`src/rtl/rdz_pkg.sv`:
```
// Shared constants and types for the radial dead-zone remap pipeline.
// Used by rdz_sqrt, rdz_div and radial_dead_zone_remap.
`timescale 1ns / 1ps
`default_nettype none
package rdz_pkg;
  localparam int SampleBits = 16;
  localparam int FracBits   = SampleBits - 1;
  localparam int SqBits     = 2 * SampleBits;
  localparam int FixedBits  = SampleBits + 1;
  localparam int RootSteps  = SqBits / 2;
  localparam int QuotSteps  = SampleBits;

  // stream widths: input is two samples, output is padded up to whole bytes
  localparam int InBits       = 2 * SampleBits;
  localparam int OutFieldBits = 2 * FixedBits + 3 * SampleBits;
  localparam int OutBits      = (OutFieldBits + 7) / 8 * 8;
  localparam int MagLsb       = 2 * FixedBits;

  // register indexes on the config port
  localparam logic CfgInner = 1'b0;
  localparam logic CfgOuter = 1'b1;

  localparam logic [SampleBits-1:0] OneQ = SampleBits'(1) << FracBits;

  // payload that travels alongside the arithmetic units
  typedef struct packed {
    logic signed [SampleBits-1:0] raw_x;
    logic signed [SampleBits-1:0] raw_y;
    logic [SampleBits-1:0]        ax;
    logic [SampleBits-1:0]        ay;
    logic                         nx;
    logic                         ny;
    logic [SampleBits-1:0]        len;
    logic                         zero;
    logic [SampleBits-1:0]        mag;
  } rdz_item_t;
endpackage
`default_nettype wire

```
`src/rtl/rdz_div.sv`:
```
// Pipelined restoring divider, one quotient bit per stage.
// Depends on rdz_pkg; quotient must fit SampleBits; carries an rdz_item_t.
`timescale 1ns / 1ps
`default_nettype none
module rdz_div (
  input  wire logic                          clk,
  input  wire logic                          rst,
  input  wire logic                          en,
  input  wire logic                          valid_in,
  input  wire logic [rdz_pkg::SqBits-1:0]    num,
  input  wire logic [rdz_pkg::SampleBits-1:0] den,
  input  wire rdz_pkg::rdz_item_t            item_in,
  output logic                               valid_out,
  output logic [rdz_pkg::SampleBits-1:0]     quot,
  output rdz_pkg::rdz_item_t                 item_out
);
  import rdz_pkg::*;

  logic                  vld [0:QuotSteps];
  logic [SampleBits-1:0] lo  [0:QuotSteps];
  logic [SampleBits-1:0] rem [0:QuotSteps];
  logic [SampleBits-1:0] dv  [0:QuotSteps];
  logic [SampleBits-1:0] q   [0:QuotSteps];
  rdz_item_t             item [0:QuotSteps];

  assign vld[0]  = valid_in;
  assign lo[0]   = num[SampleBits-1:0];
  assign rem[0]  = num[SqBits-1:SampleBits];
  assign dv[0]   = den;
  assign q[0]    = '0;
  assign item[0] = item_in;

  // shift in one numerator bit, subtract when it fits
  for (genvar k = 0; k < QuotSteps; k++) begin : g_step
    logic [SampleBits:0] part;
    logic                take;
    assign part = {rem[k], lo[k][SampleBits-1-k]};
    assign take = part >= {1'b0, dv[k]};

    always_ff @(posedge clk) begin
      if (rst) begin
        vld[k+1] <= 1'b0;
      end else if (en) begin
        vld[k+1] <= vld[k];
      end
    end

    always_ff @(posedge clk) begin
      if (en) begin
        lo[k+1]   <= lo[k];
        dv[k+1]   <= dv[k];
        item[k+1] <= item[k];
        rem[k+1]  <= take ? SampleBits'(part - {1'b0, dv[k]}) : SampleBits'(part);
        q[k+1]    <= {q[k][SampleBits-2:0], take};
      end
    end
  end

  assign valid_out = vld[QuotSteps];
  assign quot      = q[QuotSteps];
  assign item_out  = item[QuotSteps];
endmodule
`default_nettype wire
```
`config.mk`:
```
export PLATFORM = sky130hd
export DESIGN_NAME = rdz_div
export DESIGN_NICKNAME = d
export VERILOG_FILES = /design/src/rtl/rdz_pkg.sv /design/src/rtl/rdz_div.sv
export SDC_FILE = /design/constraint.sdc
export NUM_CORES = 2
export LEC_CHECK = 0
export BUFFER_PORTS_ARGS = -buffer_cell sky130_fd_sc_hd__buf_2
export CAP_MARGIN = 10
export CELL_PAD_IN_SITES_DETAIL_PLACEMENT = 0
export CELL_PAD_IN_SITES_GLOBAL_PLACEMENT = 1
export CORE_MARGIN = 3
export CORE_UTILIZATION = 50
export CTS_CLUSTER_DIAMETER = 30
export DETAILED_ROUTE_END_ITERATION = 10
export HOLD_SLACK_MARGIN = 0.15
export PLACE_DENSITY_LB_ADDON = 0.1
export RECOVER_POWER = 50
export SETUP_SLACK_MARGIN = 0.2
export SLEW_MARGIN = 20
export SYNTH_ARGS = -nofsm -noshare
export SYNTH_HDL_FRONTEND = slang
export SYNTH_SLANG_ARGS = --single-unit
```
`constraint.sdc`:
```
create_clock -name clk -period 3.09 [get_ports clk]
set_input_delay 0.1545 -clock clk [delete_from_list [all_inputs] [get_ports clk]]
set_output_delay 0.1545 -clock clk [all_outputs]
set_load 0.01 [all_outputs]
```
## Yosys cells after proc, flatten, opt, wreduce, memory -nomap -nowiden

Cells that the tools add are included.

- Bits in read-only memories: 0
- Output and inout bits: 116
- Memories kept: 0
- Bits in writable memories: 0
- Word-level logic and storage cells: 267
- Latch bits: 0
- Bits of input ports: 151
- Register bits after elaboration: 2,336

- Equal/unequal tests: 0
- $add $sub $neg: 15
- Bitwise logic cells: 0
- Multipliers: 0
- Divide/modulo/power cells: 0
- Magnitude comparators: 16
- Muxes and demuxes: 15
- Shifts and indexed selects: 0
- Reductions and logical operators: 0

Operators with widths:

| kind | number |
|---|---|
| $ge 17x16->1 | 16 |
| $mux 16 | 15 |
| $sub 16x16->16 | 15 |

## Longest topological paths before layout

- Depth after elaboration: 2
- Mapped depth: 12
- Depth with buffers taken out: 11

## Worst setup path before layout

Ideal clock, no wire load.

- Path type: flip-flop to flip-flop
- From: register dv[97] (netlist bit)
- To: register rem, in the netlist g_step[11].part[13], data pin
- Slack: 0.250 ns
- Stages on the path, launching flop included: 13
- Clock period less this slack: 2.840 ns
- Setup time: 0.260 ns
- Data arrival time: 2.581 ns
- Path through: edfxtp_1 inv_1 ha_1 nor2b_1 o21ai_2 a21boi_2 o31a_1 a211o_1 a211oi_2 o41a_1 buf_4 buf_8 mux2_2

- Longest elaborated chain between the ends: 2
- Elaborated cells between the ends (all ways): 3

Ends and longest elaborated chain:

| what | RTL line | source |
|---|---|---|
| from (decl) | rdz_div.sv:22 | `logic [SampleBits-1:0] dv [0:QuotSteps];` |
| from (signal, indexed assignment) | rdz_div.sv:51 | `dv[k+1] <= dv[k];` |
| $sub 16x16->16 / $ge 17x16->1 (equally long branches) | rdz_div.sv:53, rdz_div.sv:38 |  |
| $mux 16 (*) | rdz_div.sv:53 | `rem[k+1] <= take ? SampleBits'(part - {1'b0, dv[k]}) : SampleBits'(part);` |
| to (signal, indexed assignment) | rdz_div.sv:53 |  |
| to (decl) | rdz_div.sv:21 | `logic [SampleBits-1:0] rem [0:QuotSteps];` |

Mark *: on every way between the ends. The rest lies on a longest branch, timed or not.
A chain may end at the register's enable or synchronous reset.

## Final worst setup path

- From: register dv[97] (netlist bit)
- To: register rem, in the netlist g_step[11].part[11], data pin

The elaborated chain is that of the path after synthesis.

==> summary.txt <==
Outcome
  – Status: complete, but fails checks
  – Failing checks: max-capacitance violations, max-slew violations

Clock network
  – Num CTS Buffers: 440
  – Clock latency on the worst-skew pair: 950 ps
  – H-tree levels: 5
  – Max clock buf depth: 4
  – Clk pin slew, worst setup/hold paths: 50 ps
  – CTS sink cnt: 2336
  – Clk root buf: clkbuf_16
  – CTS tree: done

Finish
  – Layout Cells excl Fill: 8462
  – Register area: 70000 sq um
  – Number of nets in the layout: 6237
  – Fillers: 11900
  – Area Overhead vs Synth: 27.6%
  – Area occupied by multi-input gates: 14300 sq um
  – Share of cells above drive strength 1: 0.215
  – Design Area, Final: 110000 sq um

Placed design
  – Dpl ws: 11.6 ps
  – Dpl cell area: 90800 sq um
  – DP HPWL: 87.1 mm
  – IO Port Bufs: 266
  – Cells after DPL: 7299
  – GP Congestion: 0.876

Global route
  – GRT Total Usage: 0.159
  – Pin count of the biggest net entering global routing: 120
  – Vias in the first global route: 42400
  – GRT overflow: 0
  – Initial antenna violation count: 4
  – First-pass GRT wire length: 222 mm

Logic synthesis
  – Largest area contributor in the netlist: edfxtp_1
  – Mapped Nets: 5163
  – Post-Synth Simple-Gate Area: 0.0365
  – Yosys reg bits: 2336
  – Share of the synthesized area in the top cell type: 0.810
  – EDFF count, synth: 2320
  – Syn_area_per_cell: 18.1 sq um
  – Largest family of logic cells by synthesized area: compound AO/OA/AOI/OAI gates
  – Ys flop type: edfxtp_1
  – Total number of yosys warnings: 0
  – Synth area leaders: edfxtp_1 81%, ha_1 3.7%, inv_1 1.5%
  – Syn Inst Count: 4741
  – Multiplexer share of the synthesized area: 0.0133
  – Synth Area in Compound Gates: 0.0530
  – Netlist area before placement: 86000 sq um
  – Netlist cell types: 82
  – Synth Area in Adders: 0.0407
  – Seq/Total Area, Yosys: 0.813
  – Ys async rst share: 0
  – Post-synthesis xor/xnor area fraction: 0.0153

Drt
  – Via Count: 41300
  – Wire length per cell: 16.7 um
  – Via density: 4.88
  – Routed Antenna Nets: 0
  – DRC: 0
  – Detailed Route WL: 141 mm
  – First drt pass iteration count: 7
  – Starting DRT DRC Count: 2329

Hold path
  – Path type of the worst min-delay path: primary input to register

STA
  – Fin. Hold Viols: 0
  – Slew HR: -0.446
  – Final period util: 0.965
  – Slew @ Worst Pin: 2170 ps
  – Max-slew violation count: 215
  – Setup ws final: 108 ps
  – Setup_tns: 0 ps
  – F_max: 0.335 GHz
  – Setup violators final: 0
  – Worst Skew: 65.6 ps
  – Crit path time final: 2980 ps
  – Unrepaired setup endpoints after global routing: true

Critical path
  – Worst setup EP type: register
  – Startpoint Class: register
  – Worst Path Required: 3740 ps
  – CP arrival: 3630 ps
  – Crit path max fanout: 7
  – Critical path class: register to register

Floorplanning
  – Core area: 170000 sq um
  – Rows: 151
  – Die area: 177000 sq um
  – Starting Density: 0.505
  – Chip height: 421 um
  – IO Count: 267
  – Die width: 421 um

Job
  – Max-cap viol count: 4

Power
  – Pleak: 41.1 nW
  – Total power: 107 mW
  – Pwr Density: 977 nW/um^2
  – Max VDD drop: 0.000623 V
## cells by family after synthesis
kind of cell,Yosys count
xor+xnor,150
simple gates,660
fa+ha+maj,271
buf+inv,503
compound gates,716
mux,105
flops,2336
## stage by stage
step                      hold WS, ps  utilization
final                             246        0.645
after global routing              207        0.645
after CTS                         176        0.640
after detailed placement          333        0.534
after global placement            332        0.534
after floorplan                   253            -
## sequential cells by signal, indices dropped and copies added, names as in the netlist
signal       cells
dv             240
item_out        99
lo             105
g_step.part    255
quot            16
vld             15
valid_out        1
item          1485
q              120
## worst max-delay path, cell delays in order (launching register included)
cell and delay [ps]:
edfxtp_1 400, inv_2 90, ha_4 200, nor2b_4 120
o21ai_2 180, a21boi_2 80, o31a_1 330, a211o_1 320
a211oi_2 220, o41a_1 190, buf_4 140, buf_16 120
mux2_1 320
## synthesized netlist by cell type, types with 11 or more instances
| master | instances |
|---|---|
| nand4_1 | 36 |
| o31ai_1 | 27 |
| nor2_1 | 188 |
| fa_1 | 15 |
| dfxtp_1 | 16 |
| or3_1 | 18 |
| a21o_1 | 45 |
| nor3_1 | 48 |
| edfxtp_1 | 2320 |
| clkbuf_1 | 16 |
| o31a_1 | 20 |
| nor2b_1 | 45 |
| and3_1 | 13 |
| a21oi_1 | 217 |
| inv_1 | 339 |
| o21ai_0 | 193 |
| buf_2 | 23 |
| nand2_1 | 194 |
| or2_2 | 17 |
| and4_1 | 11 |
| xor2_1 | 55 |
| mux2_2 | 73 |
| nand2b_1 | 25 |
| o21bai_1 | 11 |
| ha_1 | 256 |
| a31oi_1 | 33 |
| xnor2_1 | 95 |
| buf_4 | 118 |
| nand3_1 | 35 |
| o21a_1 | 58 |
| a211o_1 | 15 |
| mux2i_1 | 27 |
## final cells by class
type,instances,area share
Tap cell,2295,0.0262
Antenna cell,2,0.0000456
Clock buffer,505,0.104
Sequential cell,2336,0.638
Clock inverter,287,0.0308
Timing Repair Buffer,795,0.0599
Multi-Input combinational cell,1902,0.130
Inverter,340,0.0116
## repair_timing
action | in CTS | in global routing
pin swaps | 7 | 52
gates cloned | 1 | 8
hold endpoints to repair | 1875 | 0
resized for setup | 27 | 145
setup endpoints to repair | 68 | 176
hold buffers | 315 | 0
buffers inserted | 9 | 36
## placed cells by master (no fill, tap or decap), types with 108 or more instances in the layout
master	count
a21oi_1	203
buf_2	231
dlygate4sd3_1	315
ha_1	236
nand2_1	192
inv_1	334
edfxtp_1	2320
nor2_1	188
clkbuf_16	451
buf_4	130
clkbuf_1	108
o21ai_0	166
## per-layer routing
metal	global-route usage	share of wire	routed length [um]
met1	0.190	0.41	57700
met2	0.278	0.52	73100
met3	0.0338	0.037	5180
met4	0.0735	0.037	5180
met5	0	0	0
## report_power, final
| part | internal (mW) | switching, mW |
|---|---|---|
| clock | 31.8 | 14.8 |
| combinational | 9.30 | 10.2 |
| sequential | 39.7 | 1.56 |
## worst paths after layout
path / startpoint / to / slack, ps / depth (start not counted)
max: dv[97] / g_step[11].part[11] / 110 / 12
min: en / item[1490] / 250 / 2
max reg2reg: dv[97] / g_step[11].part[11] / 110 / 12
min reg2reg: item[383] / item[284] / 350 / 0
No activity file was read; power rests on OpenSTA's default activity.
