==> src/rtl/rdz_pkg.sv <==
// Shared constants and types for the radial dead-zone remap pipeline.
// Used by rdz_sqrt, rdz_div and radial_dead_zone_remap.
`timescale 1ns / 1ps
`default_nettype none
package rdz_pkg;
  localparam int SampleBits = 16;
  localparam int FracBits   = SampleBits - 1;
  localparam int SqBits     = 2 * SampleBits;
  localparam int FixedBits  = SampleBits + 1;
  localparam int RootSteps  = SqBits / 2;
  localparam int QuotSteps  = SampleBits;

  // stream widths: input is two samples, output is padded up to whole bytes
  localparam int InBits       = 2 * SampleBits;
  localparam int OutFieldBits = 2 * FixedBits + 3 * SampleBits;
  localparam int OutBits      = (OutFieldBits + 7) / 8 * 8;
  localparam int MagLsb       = 2 * FixedBits;

  // register indexes on the config port
  localparam logic CfgInner = 1'b0;
  localparam logic CfgOuter = 1'b1;

  localparam logic [SampleBits-1:0] OneQ = SampleBits'(1) << FracBits;

  // payload that travels alongside the arithmetic units
  typedef struct packed {
    logic signed [SampleBits-1:0] raw_x;
    logic signed [SampleBits-1:0] raw_y;
    logic [SampleBits-1:0]        ax;
    logic [SampleBits-1:0]        ay;
    logic                         nx;
    logic                         ny;
    logic [SampleBits-1:0]        len;
    logic                         zero;
    logic [SampleBits-1:0]        mag;
  } rdz_item_t;
endpackage
`default_nettype wire

==> src/rtl/rdz_sqrt.sv <==
// Pipelined integer square root, one result bit per stage.
// Depends on rdz_pkg; carries an rdz_item_t payload with each beat.
`timescale 1ns / 1ps
`default_nettype none
module rdz_sqrt (
  input  wire logic                          clk,
  input  wire logic                          rst,
  input  wire logic                          en,
  input  wire logic                          valid_in,
  input  wire logic [rdz_pkg::SqBits-1:0]    radicand,
  input  wire rdz_pkg::rdz_item_t            item_in,
  output logic                               valid_out,
  output logic [rdz_pkg::SampleBits-1:0]     root_out,
  output rdz_pkg::rdz_item_t                 item_out
);
  import rdz_pkg::*;

  localparam int RemBits = SampleBits + 2;

  logic                  vld  [0:RootSteps];
  logic [SqBits-1:0]     rad  [0:RootSteps];
  logic [RemBits-1:0]    rem  [0:RootSteps];
  logic [SampleBits-1:0] root [0:RootSteps];
  rdz_item_t             item [0:RootSteps];

  assign vld[0]  = valid_in;
  assign rad[0]  = radicand;
  assign rem[0]  = '0;
  assign root[0] = '0;
  assign item[0] = item_in;

  // stage k takes the next two radicand bits and decides one root bit
  for (genvar k = 0; k < RootSteps; k++) begin : g_step
    logic [RemBits+1:0] shifted;
    logic [RemBits+1:0] trial;
    logic               take;
    assign shifted = {rem[k], rad[k][SqBits-1-2*k -: 2]};
    assign trial   = {(RemBits+2-SampleBits-2)'(0), root[k], 2'b01};
    assign take    = shifted >= trial;

    always_ff @(posedge clk) begin
      if (rst) begin
        vld[k+1] <= 1'b0;
      end else if (en) begin
        vld[k+1] <= vld[k];
      end
    end

    always_ff @(posedge clk) begin
      if (en) begin
        rad[k+1]  <= rad[k];
        item[k+1] <= item[k];
        rem[k+1]  <= take ? RemBits'(shifted - trial) : RemBits'(shifted);
        root[k+1] <= {root[k][SampleBits-2:0], take};
      end
    end
  end

  assign valid_out = vld[RootSteps];
  assign root_out  = root[RootSteps];
  assign item_out  = item[RootSteps];
endmodule
`default_nettype wire

==> config.mk <==
export PLATFORM = sky130hd
export DESIGN_NAME = rdz_sqrt
export DESIGN_NICKNAME = d
export VERILOG_FILES = /design/src/rtl/rdz_pkg.sv /design/src/rtl/rdz_sqrt.sv
export SDC_FILE = /design/constraint.sdc
export NUM_CORES = 2
export LEC_CHECK = 0
export ABC_AREA = 1
export BUFFER_PORTS_ARGS = -buffer_cell sky130_fd_sc_hd__clkbuf_2
export CAP_MARGIN = 10
export CORE_ASPECT_RATIO = 1.1
export CORE_UTILIZATION = 50
export DETAILED_ROUTE_END_ITERATION = 10
export PLACE_DENSITY = 0.72
export SETUP_SLACK_MARGIN = 0.3
export SLEW_MARGIN = 20
export SYNTH_ARGS = -nofsm -noshare
export SYNTH_HDL_FRONTEND = slang
export SYNTH_SLANG_ARGS = --single-unit
==> constraint.sdc <==
create_clock -name clk -period 4.6 [get_ports clk]
set_input_delay 0.46 -clock clk [delete_from_list [all_inputs] [get_ports clk]]
set_output_delay 0.46 -clock clk [all_outputs]
set_load 0.1 [all_outputs]
# --- Word-level counts from Yosys, hierarchy flattened ---
# Cells that the tools add are included.
totals:
  regBits: 2231
  in_bits: 135
  elab_cells: 253
  output_inout_bits: 116
op_classes:
  add_sub_neg: 15
  order_cmp: 16
  muxes: 15
op_table:
  columns: ["cell", "count"]
  rows:
  - ["18-bit 2-to-1 mux", 14]
  - ["20-bit by 10-bit >= comparator with 1-bit output", 1]
  - ["20-bit by 11-bit >= comparator with 1-bit output", 1]
  - ["20-bit by 12-bit >= comparator with 1-bit output", 1]
  - ["20-bit by 13-bit >= comparator with 1-bit output", 1]
  - ["20-bit by 14-bit >= comparator with 1-bit output", 1]
  - ["20-bit by 15-bit >= comparator with 1-bit output", 1]
  - ["20-bit by 16-bit >= comparator with 1-bit output", 1]
  - ["20-bit by 17-bit >= comparator with 1-bit output", 1]
  - ["20-bit by 3-bit >= comparator with 1-bit output", 1]
  - ["20-bit by 4-bit >= comparator with 1-bit output", 1]
  - ["20-bit by 5-bit >= comparator with 1-bit output", 1]
  - ["20-bit by 6-bit >= comparator with 1-bit output", 1]
  - ["20-bit by 7-bit >= comparator with 1-bit output", 1]
  - ["20-bit by 8-bit >= comparator with 1-bit output", 1]
  - ["20-bit by 9-bit >= comparator with 1-bit output", 1]
  - ["18-bit by 10-bit subtractor with 18-bit output", 1]
  - ["18-bit by 11-bit subtractor with 18-bit output", 1]
  - ["18-bit by 12-bit subtractor with 18-bit output", 1]
  - ["18-bit by 13-bit subtractor with 18-bit output", 1]
  - ["18-bit by 14-bit subtractor with 18-bit output", 1]
  - ["18-bit by 15-bit subtractor with 18-bit output", 1]
  - ["18-bit by 16-bit subtractor with 18-bit output", 1]
  - ["18-bit by 3-bit subtractor with 18-bit output", 1]
  - ["other kinds (9)", 9]

# --- Depth between registers and ports, before layout ---
logic_depth:
  word_depth: 2
  mapped_depth: 14
  mapped_depth_nobuf: 13

# --- Least setup slack after synthesis ---
# Ideal clock, no wire load.
synth_path:
  path_kind: "flip-flop to flip-flop"
  from: "register rem, in the netlist g_step[1].shifted[2]"
  to: "register rem, in the netlist g_step[2].shifted[2] (data pin)"
  synth_period_minus_slack_ps: 1929
  path_stages_with_launch: 9
  arrival_time_ps: 1659
  setup_time_ps: 270
  t_required_ps: 4330
  setup_slack_ps: 2671
  n_path_buf: 1
  cell_sequence: "edfxtp_1 ha_1 inv_1 o21ai_0 inv_1 ha_1 and2_1 clkbuf_1 xor2_1"
synth_between:
  elab_chain_cells: 2
synth_rtl:
  columns: ["element", "line_no", "source"]
  rows:
  - ["start, declared", "rdz_sqrt.sv:22", "logic [RemBits-1:0] rem [0:RootSteps];"]
  - ["start signal, assigned by index", "rdz_sqrt.sv:53", "rem[k+1] <= take ? RemBits'(shifted - trial) : RemBits'(shifted);"]
  - ["20-bit by 3-bit >= comparator with 1-bit output", "rdz_sqrt.sv:39", "assign take = shifted >= trial;"]
  - ["18-bit 2-to-1 mux", "rdz_sqrt.sv:53", null]
# No other way between the ends.
# A chain may end at the register's enable or synchronous reset.

# --- Final worst setup path ---
layout_path:
  from: "register rem, in the netlist g_step[3].shifted[3]"
  to: "register rem, in the netlist g_step[4].shifted[9] (data pin)"
layout_between:
  elab_chain_cells: 2
  word_cells_on_any_way: 3
  classes_between: "1 x add/sub; 1 x order compare; 1 x mux"
layout_rtl:
  columns: ["element", "line_no", "source"]
  rows:
  - ["20-bit by 5-bit >= comparator with 1-bit output", "rdz_sqrt.sv:39", null]
  - ["named net g_step[3].take", "rdz_sqrt.sv:36", "logic take;"]
  - ["18-bit 2-to-1 mux", "rdz_sqrt.sv:53", null]
# The timed path passes the listed nets, and every way through them passes these cells.

==> summary.txt <==
Run status
  • Outcome: finished clean

Critical path
  • Worst path buffer plus inverter count: 2
  • Crit-path cells: ha_1 > a21oi_1 > nand2_1 > nand2_1 > nand2_2 > nor2_4 > nand2_1 > nor2_2 > inv_2 > nand2_1 > inv_1
  • Critical Path RT: 5170 ps
  • Delay-heaviest family, CP: simple AND/OR/NAND/NOR gates
  • Slowest cell on the critical path: nor2_2
  • Most used cell, CP: nand2_1
  • Crit end category: flip-flop
  • Crit path kind: flip-flop to flip-flop
  • Slowest cell delay on critical path: 650 ps
  • R2r endpoint: g_step[4].shifted[9]
  • Critical path data arrival time: 3180 ps
  • CP Launch Type: flip-flop
  • Register-to-Register Path Depth: 11
  • Crit path depth: 11
  • Critical path fanouts, max: 20
  • Reg-to-Reg Start: g_step[3].shifted[3]
  • Reg2Reg Setup Slack: 1990 ps

Synthesis
  • Post-synthesis sequential area ratio: 0.820
  • Syn Area/Cell: 16.2 sq um
  • Fraction of registers with async set/reset: 0
  • Count leader, synth: edfxtp_1
  • Synth cell count leaders: 2210 x edfxtp_1, 886 x nand2_1, 463 x inv_1
  • Ys flop type: edfxtp_1
  • Mapped Area: 0.0814 sq mm
  • Yosys reg bits: 2226
  • Ys Warns: 0
  • Post-Synthesis Cells: 5012
  • Share of the synthesized area in the top cell type: 0.816
  • Largest cells by area after synthesis: edfxtp_1 82%, nand2_1 4.1%, ha_1 2.4%
  • Synth area leader: edfxtp_1
  • Synth cell types: 47
  • Synth Net Count: 5300
  • Post-synth EDFFs: 2210

Placed design
  • Post-detailed-placement half-perimeter wirelength: 79000 microns
  • Pre-CTS WS: 1970 ps
  • PortBufs: 250
  • Routability cong.: 0.884

Detailed routing
  • Uppermost routed layer: met4
  • DRC violations left: 0
  • Final wirelength: 125000 microns
  • Post-DR vias/cell: 4.90
  • Met3 WL: 4700 microns
  • DR WL/cell: 15.9 microns
  • Met2 wire len: 63300 microns
  • First-pass iteration count of the detailed router: 7
  • Vias: 38200
  • Initial drt markers: 1920
  • Detail Route Antenna Nets: 0
  • Met1 Wirelength: 51700 microns

Finish
  • Final net count: 5815
  • Layout area overhead: 14.4%
  • Proportion of layout cells with a drive suffix above 1: 0.145
  • Final Util: 0.578

Power and ir drop
  • Leakage power: 34.9 nW
  • Psw: 0.0101 W
  • Switch share: 0.226
  • Seq pwr share: 0.547
  • Clock Power Share: 0.375
  • Worst vdd ir: 0.385 mV
  • Design internal power: 0.0347 W
  • Combinational share of power: 0.078
  • PwrDens: 482 mW/mm^2
  • Total Power: 0.0448 W

CTS
  • Htree depth: 4
  • Clock tree buffer depth: 3
  • Clock Sinks: 2226
  • CTS tree: yes
  • Clock transition at the registers of the reported paths: 60 ps
  • CTS Buf Count: 208
  • Setup bufs post-CTS: 0
  • Clock Tree Root: clkbuf_16
  • Worst skew pair latency: 820 ps

Min path
  • Min-delay src: en
  • Worst hold stages: 1
  • WHS Endpoint: item[668]
  • Worst Hold Class: input pin to flip-flop

Floorplanning
  • I/O pins: 251
  • Die H: 425 microns
  • Rows: 154
  • Area of the die: 0.164 sq mm
  • Core area: 0.161 sq mm
  • Initial Util: 0.506
  • DIE WIDTH: 387 microns

Timing
  • RSZ-0062 raised after global routing: no
  • Final Cycle Share: 0.568
  • Fin worst setup slack: 1990 ps
  • Final hold vios: 0
  • Max Transition Viols Final: 0
  • Final setup fails: 0
  • Setup TNS: 0 ps
  • Hold_ws: 177 ps
  • Slew headroom: 0.245
  • Clock Skews: 41.9 ps
  • Max Freq: 383 MHz
  • Worst-Margin Slew: 1130 ps
  • Tmin final: 2610 ps

Global routing
  • Vias in the first global route: 38500
  • Initial antenna violation count: 1
  • GRT overflow: 0
  • First-pass GRT wire length: 197000 microns
  • Total track usage: 0.151
  • Pin count of the biggest net entering global routing: 128

Flow run
  • Max-cap viol count: 0
[worst max-delay path by stage]
stage                          from                   end
6_report       g_step[3].shifted[3]  g_step[4].shifted[9]
4_1_cts        g_step[3].shifted[3]  g_step[4].shifted[2]
5_1_grt        g_step[3].shifted[3]  g_step[4].shifted[2]
2_1_floorplan  g_step[1].shifted[2]  g_step[2].shifted[2]
3_3_place_gp   g_step[3].shifted[3]  g_step[4].shifted[2]
3_5_place_dp   g_step[3].shifted[3]  g_step[4].shifted[2]
[power by group through the flow]
stage                     logic, W  registers (W)  clock network, W
after global routing       0.00387         0.0247            0.0181
after global placement     0.00334         0.0249                 0
after CTS                  0.00349         0.0245            0.0174
final                      0.00347         0.0245            0.0168
after detailed placement   0.00339         0.0250                 0
after floorplan            0.00235         0.0248                 0
[flip-flops by register name (all words and copies together), names as in the netlist]
register,flops
vld,15
item,1485
g_step.shifted,280
g_step.trial,120
root_out,16
valid_out,1
rad,210
item_out,99
[metal layers]
layer,track usage,up-vias
li1,-,18900
met1,0.181,18400
met2,0.265,708
met3,0.0283,302
met4,0.0701,0
met5,0,-
[through the flow]
| stage | std cells | area [sq um] |
|---|---|---|
| floorplan | 5012 | 81400 |
| global placement | 7288 | 84900 |
| detailed placement | 7288 | 84900 |
| CTS | 7812 | 93000 |
| global route | 7813 | 93100 |
| finish | 7813 | 93100 |
[cells in the final DEF, fill, tap and decap left out, types with 6 or more instances in the layout]
cell type	Yosys	routed
edfxtp_1	2210	2210
nand2_1	886	886
inv_1	463	463
nor2_1	256	256
clkbuf_2	0	249
clkbuf_16	0	209
nand3_1	196	196
ha_1	153	153
dlygate4sd3_1	0	135
a21oi_1	129	129
o21ai_0	76	76
a21oi_2	58	58
o21ai_2	52	52
nand4_1	52	52
xnor2_1	52	52
xor2_1	51	51
clkinv_1	2	47
nand2_2	42	42
clkbuf_1	5	41
clkinv_2	0	39
nor3_1	34	34
nand3b_1	32	32
buf_4	104	31
o21ai_1	23	23
bufinv_16	0	21
buf_12	0	19
nor2_2	18	18
inv_2	18	18
dfxtp_1	16	16
clkinvlp_4	0	11
clkinv_16	0	7
clkinv_4	0	7
nor2_4	6	6
or2_2	6	6
inv_6	0	6
[final cells by class]
class,instances,area (sq um)
Tap cell,2106,2640
Clock inverter,139,1460
Multi-Input combinational cell,2169,11800
Clock buffer,250,5380
Fill cell,12000,67800
Timing Repair Buffer,434,3210
Inverter,488,1840
Sequential cell,2226,66700
Antenna cell,1,2.50
[worst reg2reg max path, stage by stage (launching register included)]
cell	delay, ps
edfxtp_1	390
ha_1	370
a21oi_1	180
nand2_1	90
nand2_1	100
nand2_2	110
nor2_4	120
nand2_1	80
nor2_2	650
inv_2	140
nand2_1	110
inv_1	40
[repair_timing]
item / CTS / global route
resized for setup: 0 / 0
endpoints found under the hold margin: 148 / 0
hold buffers: 135 / 0
[kinds of logic (layout without fill, tap and decap cells)]
group / after synthesis / after routing / share of synthesized area
adders and majority gates: 153 / 153 / 0.0235
DFF: 2226 / 2226 / 0.820
other: 1 / 2 / 0.0000461
xor gates and xnor gates: 103 / 103 / 0.0111
AOI/OAI and AO/OA: 355 / 355 / 0.0275
and+or+nand+nor: 1557 / 1557 / 0.0833
buffers and inverters: 617 / 1311 / 0.0351
No activity file was read; power rests on OpenSTA's default activity.
